===== src/rtl/page_frame_bitmap_allocator_core_macros.svh =====
// ----------------------------------------------------------------------------
// page_frame_bitmap_allocator_core_macros
// Assertion helpers used by the allocator core.
// ----------------------------------------------------------------------------
`ifndef PAGE_FRAME_BITMAP_ALLOCATOR_CORE_MACROS_SVH
`define PAGE_FRAME_BITMAP_ALLOCATOR_CORE_MACROS_SVH

// Same-cycle implication, sampled on clk, off while arst_n is low.
`define PFBA_ASSERT_NOW(label, ante, cons, msg) \
	label: assert property (@(posedge clk) disable iff (!arst_n) (ante) |-> (cons)) \
		else $error(msg);

// Next-cycle implication, sampled on clk, off while arst_n is low.
`define PFBA_ASSERT_NEXT(label, ante, cons, msg) \
	label: assert property (@(posedge clk) disable iff (!arst_n) (ante) |=> (cons)) \
		else $error(msg);

`endif


===== src/rtl/pfba_pkg.sv =====
// ----------------------------------------------------------------------------
// pfba_pkg
// Types and codes shared by the page frame bitmap allocator modules.
// ----------------------------------------------------------------------------
package pfba_pkg;

	localparam int CNT_W = 7;  // free-bit counts inside one word (up to 64)
	localparam int POS_W = 6;  // bit position inside one word

	typedef enum logic [1:0] {
		STAT_OK    = 2'd0,
		STAT_NOFIT = 2'd1,
		STAT_ZERO  = 2'd2,
		STAT_RANGE = 2'd3
	} status_t;

	typedef enum logic {
		KIND_ALLOC = 1'b0,
		KIND_FREE  = 1'b1
	} kind_t;

	typedef enum logic [2:0] {
		ST_CLEAR,
		ST_IDLE,
		ST_SCAN,
		ST_RMW,
		ST_DONE
	} state_t;

	// Summary of one bitmap word as seen by the first-fit search
	typedef struct packed {
		logic             valid;
		logic             all_free;
		logic             has_inner;
		logic [CNT_W-1:0] prefix;     // free bits counted up from bit 0
		logic [CNT_W-1:0] top;        // free bits counted down from the top bit
		logic [POS_W-1:0] inner_pos;  // lowest start of a fitting run inside the word
	} scan_res_t;

endpackage


===== src/rtl/pfba_word_scan.sv =====
// ----------------------------------------------------------------------------
// pfba_word_scan
// Masks one bitmap word to the searchable frames and summarizes its free runs.
// ----------------------------------------------------------------------------
module pfba_word_scan #(
	parameter int WORD_BITS = 64,
	parameter int AW        = 9
) (
	input  logic                         clk,
	input  logic                         arst_n,
	input  logic                         in_vld,
	input  logic [WORD_BITS-1:0]         word_used,
	input  logic [AW-1:0]                word_idx,
	input  logic [AW-1:0]                last_w,
	input  logic [$clog2(WORD_BITS)-1:0] last_b,
	input  logic [8:0]                   len,
	output pfba_pkg::scan_res_t          res_s2,
	output logic [AW-1:0]                word_s2
);
	import pfba_pkg::*;

	localparam int BW = $clog2(WORD_BITS);

	logic [WORD_BITS-1:0] free_v;
	logic [WORD_BITS:0]   pow_v;
	logic [WORD_BITS:0]   acc_v;
	scan_res_t            res;

	always_comb begin
		for (int b = 0; b < WORD_BITS; b++) begin
			free_v[b] = !word_used[b]
				&& ((word_idx < last_w) || (word_idx == last_w && BW'(b) <= last_b))
				&& !(word_idx == '0 && b == 0);
		end

		// Run starts: build runs of len from power-of-two runs, constant shifts only.
		// The extra top bit stands for the empty run just past the word.
		pow_v = {1'b0, free_v};
		acc_v = '1;
		for (int j = 0; j <= BW; j++) begin
			if (len[j]) begin
				acc_v = pow_v & (acc_v >> (1 << j));
			end
			pow_v = pow_v & (pow_v >> (1 << j));
		end

		res           = '0;
		res.valid     = in_vld;
		res.all_free  = &free_v;
		res.prefix    = CNT_W'(WORD_BITS);
		res.top       = CNT_W'(WORD_BITS);
		res.has_inner = (len != '0) && (32'(len) <= 32'(WORD_BITS))
			&& (acc_v[WORD_BITS-1:0] != '0);
		for (int b = WORD_BITS - 1; b >= 0; b--) begin
			if (!free_v[b]) begin
				res.prefix = CNT_W'(b);
			end
			if (acc_v[b]) begin
				res.inner_pos = POS_W'(b);
			end
		end
		for (int b = 0; b < WORD_BITS; b++) begin
			if (!free_v[b]) begin
				res.top = CNT_W'(WORD_BITS - 1 - b);
			end
		end
	end

	always_ff @(posedge clk or negedge arst_n) begin
		if (!arst_n) begin
			res_s2 <= '0;
		end else begin
			res_s2 <= res;
		end
	end

	always_ff @(posedge clk) begin
		word_s2 <= word_idx;
	end

endmodule


===== config.mk =====
export PLATFORM = sky130hd
export DESIGN_NAME = pfba_word_scan
export DESIGN_NICKNAME = d
export VERILOG_FILES = /design/src/rtl/page_frame_bitmap_allocator_core_macros.svh /design/src/rtl/pfba_pkg.sv /design/src/rtl/pfba_word_scan.sv
export SDC_FILE = /design/constraint.sdc
export NUM_CORES = 1
export LEC_CHECK = 0
export ABC_AREA = 1
export BUFFER_PORTS_ARGS = -buffer_cell sky130_fd_sc_hd__buf_2
export CELL_PAD_IN_SITES_DETAIL_PLACEMENT = 1
export CELL_PAD_IN_SITES_GLOBAL_PLACEMENT = 1
export CORE_MARGIN = 8
export CORE_UTILIZATION = 40
export CTS_BUF_LIST = sky130_fd_sc_hd__clkbuf_8
export CTS_CLUSTER_SIZE = 12
export DETAILED_ROUTE_END_ITERATION = 8
export GPL_ROUTABILITY_DRIVEN = 1
export PLACE_DENSITY_LB_ADDON = 0.1
export SLEW_MARGIN = 20
export SYNTH_ARGS = -nofsm -noshare
export SYNTH_HDL_FRONTEND = slang
export SYNTH_SLANG_ARGS = --single-unit

===== constraint.sdc =====
create_clock -name clk -period 0.8 [get_ports clk]
set_input_delay 0 -clock clk [delete_from_list [all_inputs] [get_ports clk]]
set_output_delay 0 -clock clk [all_outputs]
set_load 0.02 [all_outputs]

==> reports/results.md, run 1 <==
| Metric | This run | Unit |
|:---|:---|:---|
| Placed wire-length estimate | 60400 | um |
| Dominant cells by area after synthesis | sky130_fd_sc_hd__nand2_1, sky130_fd_sc_hd__nor2_1, sky130_fd_sc_hd__inv_1 | - |
| Cell row count | 56 | - |
| Status | aborted with a tool error | - |
| Count of unique library cells instantiated by Yosys | 55 | - |
| Most instantiated flip-flop cell in the synthesis netlist | sky130_fd_sc_hd__dfrtp_1 | - |
| Mean instance size in the synthesized netlist | 4.90 | um^2 |
| Seq cells post-synth | 32 | - |
| Number of warnings printed during yosys synthesis | 0 | - |
| First error message | [ERROR DPL-0033] detailed placement checks failed during check placement. | - |
| Failing step | detailed placement (3_5_place_dp) | - |
| Final weighted congestion in routability-driven placement | 1.08 | - |
| Cell area after technology mapping | 9410 | um^2 |
| Gate Count Post-Synth | 1921 | - |
| Area fraction of the dominant cell type after synthesis | 20.8 | % |
| Number of port buffers | 131 | - |
| Width of the chip | 169 | um |
| Number of enable flip-flop cells after synthesis | 0 | - |
| Chip Height | 169 | um |
| Ys async rst share | 71.9 | % |
| Initial Util | 40.5 | % |
| Part of the Yosys area used for sequential elements | 8.03 | % |
| Nets in the synthesized netlist | 2030 | - |
| Post-synthesis cell type with the largest combined area | sky130_fd_sc_hd__nand2_1 | - |
| Ports placed on the boundary | 132 | - |
logic make-up after synthesis:
| kind of cell | share of synthesized area [%] |
|---|---|
| AOI/OAI and AO/OA | 26.5 |
| adders and majority gates | 1.20 |
| buffers and inverters | 16.1 |
| DFF | 8.03 |
| and+or+nand+nor | 48.2 |
synth_stat cells, types with 3 or more instances:
master and instances:
sky130_fd_sc_hd__nand4_1 30, sky130_fd_sc_hd__a32o_1 4, sky130_fd_sc_hd__dfrtp_1 23, sky130_fd_sc_hd__nor2_2 14, sky130_fd_sc_hd__buf_4 4, sky130_fd_sc_hd__nor2_1 304
sky130_fd_sc_hd__o31ai_2 3, sky130_fd_sc_hd__inv_1 288, sky130_fd_sc_hd__o21bai_1 5, sky130_fd_sc_hd__buf_2 20, sky130_fd_sc_hd__o32ai_1 3, sky130_fd_sc_hd__o211ai_1 21
sky130_fd_sc_hd__a21oi_2 8, sky130_fd_sc_hd__nand2_2 9, sky130_fd_sc_hd__o21ai_0 167, sky130_fd_sc_hd__nand2_1 521, sky130_fd_sc_hd__o311ai_0 7, sky130_fd_sc_hd__inv_2 12
sky130_fd_sc_hd__nand3_2 4, sky130_fd_sc_hd__a21oi_1 107, sky130_fd_sc_hd__nor4_1 11, sky130_fd_sc_hd__ha_1 9, sky130_fd_sc_hd__buf_6 5, sky130_fd_sc_hd__o31ai_1 16
sky130_fd_sc_hd__buf_1 12, sky130_fd_sc_hd__clkinv_1 4, sky130_fd_sc_hd__o22ai_1 30, sky130_fd_sc_hd__dfxtp_1 9, sky130_fd_sc_hd__nor3_2 3, sky130_fd_sc_hd__a31oi_1 23
sky130_fd_sc_hd__o21ai_1 11, sky130_fd_sc_hd__nand3_1 119, sky130_fd_sc_hd__or2_2 5, sky130_fd_sc_hd__clkbuf_1 37, sky130_fd_sc_hd__nand3b_1 7, sky130_fd_sc_hd__nor3_1 32
sky130_fd_sc_hd__o21ai_2 3, sky130_fd_sc_hd__nor2_4 7
through the flow:
stage	area, um^2	hold WS (ns)	setup slack (ns)
3_3_place_gp	15200	0.000543	-4.37
2_1_floorplan	9860	-0.296	-3.53
==> run 2: changes to the inputs <==
--- a/config.mk
+++ b/config.mk
@@ -7,15 +7,11 @@
 export LEC_CHECK = 0
 export ABC_AREA = 1
 export BUFFER_PORTS_ARGS = -buffer_cell sky130_fd_sc_hd__buf_2
-export CELL_PAD_IN_SITES_DETAIL_PLACEMENT = 1
-export CELL_PAD_IN_SITES_GLOBAL_PLACEMENT = 1
 export CORE_MARGIN = 8
-export CORE_UTILIZATION = 40
-export CTS_BUF_LIST = sky130_fd_sc_hd__clkbuf_8
-export CTS_CLUSTER_SIZE = 12
+export CORE_UTILIZATION = 35
 export DETAILED_ROUTE_END_ITERATION = 8
 export GPL_ROUTABILITY_DRIVEN = 1
-export PLACE_DENSITY_LB_ADDON = 0.1
+export PLACE_DENSITY_LB_ADDON = 0.15
 export SLEW_MARGIN = 20
 export SYNTH_ARGS = -nofsm -noshare
 export SYNTH_HDL_FRONTEND = slang
==> reports/results.md, run 2 <==
| Metric | This run | Unit |
|:---|:---|:---|
| Clock sink count | 32 | - |
| Share of the cycle needed by the critical path after routing | 630 | % |
| Cell row count | 60 | - |
| Number of enable flip-flop cells after synthesis | 0 | - |
| Placed wire-length estimate | 43500 | um |
| Number of hold violations in the final report | 0 | - |
| Unrepaired setup endpoints after global routing | yes | - |
| Cell area after technology mapping | 9410 | um^2 |
| Transition time at the pin with the least slew margin | 0.631 | ns |
| Ports placed on the boundary | 132 | - |
| Classification of the worst setup path | input pin to flip-flop | - |
| Commonest non-fill, non-tap cells in the layout | sky130_fd_sc_hd__buf_4, sky130_fd_sc_hd__nand2_1, sky130_fd_sc_hd__inv_1 | - |
| Part of the Yosys area used for sequential elements | 8.03 | % |
| Dominant cells by area after synthesis | sky130_fd_sc_hd__nand2_1, sky130_fd_sc_hd__nor2_1, sky130_fd_sc_hd__inv_1 | - |
| Most numerous cell types in the synthesized netlist | sky130_fd_sc_hd__nand2_1, sky130_fd_sc_hd__nor2_1, sky130_fd_sc_hd__inv_1 | - |
| Max reg flops | 23 | - |
| Overall power consumption | 14.1 | mW |
| Post-layout worst setup margin | -4.24 | ns |
| Clock-pin slew of the registers on the worst-case setup and hold paths | 0.09 | ns |
| Worst setup timing slack at the placement stage | -4.64 | ns |
| Most instantiated flip-flop cell in the synthesis netlist | sky130_fd_sc_hd__dfrtp_1 | - |
| Highest fanout seen on the critical path | 6 | - |
| Number of global-route vias before repair | 15905 | - |
| First-pass GRT wire length | 83600 | um |
| Ys async rst share | 71.9 | % |
| Ratio of total power to cell area | 749 | nW/um^2 |
| Multi-input gate area in the final layout | 8950 | um^2 |
| Initial Util | 35.3 | % |
| Pre-Repair DR Iteration Count | 6 | - |
| DRC violations left | 0 | - |
| Number of pins with negative max-slew slack in the final report | 0 | - |
| Antenna Violating Nets Remaining | 0 | - |
| Layout fillers | 2472 | - |
| CP max stage cell | sky130_fd_sc_hd__ha_4 | - |
| CP startpoint kind | input pin | - |
| Worst-case clock buffer depth | 2 | - |
| Number of port buffers | 131 | - |
| Total clock buffers created by CTS | 5 | - |
| Setup violators final | 38 | - |
| Status | finished, violations left | - |
| Number of antenna violations at the first check in global routing | 1 | - |
| Worst path required time | 1.01 | ns |
| Maximum level of the CTS H-tree | 2 | - |
| VDD IR-drop max | 0.719 | mV |
| Chip Height | 180 | um |
| # nets final | 2881 | - |
| Overall via count from detail_route | 16265 | - |
| Element type at the critical path end | flip-flop | - |
| Minimum period implied by the final worst setup slack | 5.04 | ns |
| Nets in the synthesized netlist | 2030 | - |
| Largest regs | res_s2: 23 flops, word_s2: 9 flops | - |
| WL final | 55300 | um |
| Dominant cell type by count on the critical path | sky130_fd_sc_hd__buf_6 | - |
| GRT overflow | 0 | - |
| Routed len/inst | 17.8 | um |
| Count of unique library cells instantiated by Yosys | 55 | - |
| Capturing element of the worst setup path | res_s2[8]$_DFF_PN0_ | - |
| Max Fclk | 0.199 | GHz |
| Violation count after the first detailed-route iteration | 1344 | - |
| Mean instance size in the synthesized netlist | 4.90 | um^2 |
| Register bank with the most flops | res_s2 | - |
| Violated checks | setup timing | - |
| Seq cells post-synth | 32 | - |
| Via-to-Cell Ratio | 5.22 | - |
| Leak | 8.77 | nW |
| Gate Count Post-Synth | 1921 | - |
| Most common cell after layout, fill and taps aside | sky130_fd_sc_hd__buf_4 | - |
| Post-synthesis cell type with the largest combined area | sky130_fd_sc_hd__nand2_1 | - |
| Number of warnings printed during yosys synthesis | 0 | - |
| Relative slew slack | 57.3 | % |
| Overall routing resource usage | 32.0 | % |
| Hold WC Path Type | input pin to flip-flop | - |
| CTS tree | yes | - |
| Width of the chip | 180 | um |
| Die Footprint | 32400 | um^2 |
| Area fraction of the dominant cell type after synthesis | 20.8 | % |
| Footprint of the flip-flops and latches | 756 | um^2 |
| Start point of the critical path | word_idx[1] | - |
| Fraction of layout instances using a drive strength above 1 | 49.6 | % |
| Max-cap viol count | 0 | - |
| Maximum single-stage delay on the critical path | 0.26 | ns |
| Placed Cells | 2972 | - |
| Root cell of the clock tree | sky130_fd_sc_hd__clkbuf_16 | - |
| Layout overhead on the synthesized area | 99.3 | % |
| Pin count of the biggest net entering global routing | 52 | - |
| Most frequently used cell type in the post-synthesis netlist | sky130_fd_sc_hd__nand2_1 | - |
| Worst hold stages | 5 | - |
| Final weighted congestion in routability-driven placement | 0.978 | - |
| Final Instance Count excl. Fillers | 3115 | - |
| Area of the placeable core | 26700 | um^2 |
| Worst endpoint data arrival time | 5.25 | ns |
## run 2: cell counts after synthesis
Identical to the previous run, type by type.
## run 2: area by class of cell
class / instances / share of cell area (%)
Multi-Input combinational cell: 1507 / 47.7
Timing Repair Buffer: 922 / 38.7
Inverter: 304 / 6.35
Sequential cell: 32 / 4.03
Tap cell: 341 / 2.27
Clock buffer: 5 / 0.667
Clock inverter: 3 / 0.227
Antenna cell: 1 / 0.0133
## run 2: worst min path at each step
stage / startpoint / endpoint
final: word_used[63] / res_s2[6]$_DFF_PN0_
after global routing: word_used[63] / res_s2[6]$_DFF_PN0_
after CTS: word_used[63] / res_s2[6]$_DFF_PN0_
after detailed placement: arst_n / res_s2[7]$_DFF_PN0_
after global placement: arst_n / res_s2[7]$_DFF_PN0_
after floorplan: arst_n / res_s2[0]$_DFF_PN0_
## run 2: timing repair
action | in CTS | in global routing
hold endpoints to repair | 34 | 0
setup endpoints to repair | 46 | 46
pin swaps | 66 | 126
gates resized for setup | 289 | 331
setup buffers | 93 | 49
cloned | 0 | 1
hold buffers | 13 | 0
## run 2: worst max-delay path, delay by kind of cell
family | cells | cell delay, ns
buffers and inverters | 34 | 3.65
AO/OA/AOI/OAI | 8 | 0.89
AND/OR/NAND/NOR | 7 | 0.41
adder cells (fa/ha/maj) | 1 | 0.26
## run 2: layer usage
layer | global-route usage (%) | vias to the layer above | wire length (um)
met2 | 55.2 | 620 | 26300
met3 | 4.52 | 118 | 3930
met5 | 0 | - | 0
met4 | 11.9 | 0 | 2140
met1 | 39.9 | 7534 | 22900
li1 | - | 7993 | -
## run 2: kinds of logic (layout without fill, tap and decap cells)
group / count (synthesis) / in the layout / synth area share (%)
adders and majority gates: 9 / 9 / 1.20
and+or+nand+nor: 1073 / 1073 / 48.2
other: 0 / 1 / 0
DFF: 32 / 32 / 8.03
buffers and inverters: 382 / 1234 / 16.1
AOI/OAI and AO/OA: 425 / 425 / 26.5
## run 2: metrics by stage
| step | hold WS [ns] | util [%] | instance area, um^2 | TNS, ns |
|---|---|---|---|---|
| 6_report | 0.0910 | 70.4 | 18800 | -78.63 |
| 5_1_grt | 0.144 | 70.4 | 18800 | -84.29 |
| 4_1_cts | 0.0945 | 65.5 | 17400 | -65.62 |
| 3_5_place_dp | 0.00839 | 58.3 | 15500 | -71.78 |
| 3_3_place_gp | 0.00471 | 58.3 | 15500 | -70.52 |
| 2_1_floorplan | -0.296 | - | 9860 | -50.17 |
## run 2: report_power, final
part / internal (mW) / total [mW] / leakage (nW) / switching [mW]
combinational: 4.53 / 9.81 / 8.31 / 5.28
clock: 1.47 / 2.51 / 0.0798 / 1.04
sequential: 1.69 / 1.73 / 0.386 / 0.0334
(Power assumes the default switching activity.)
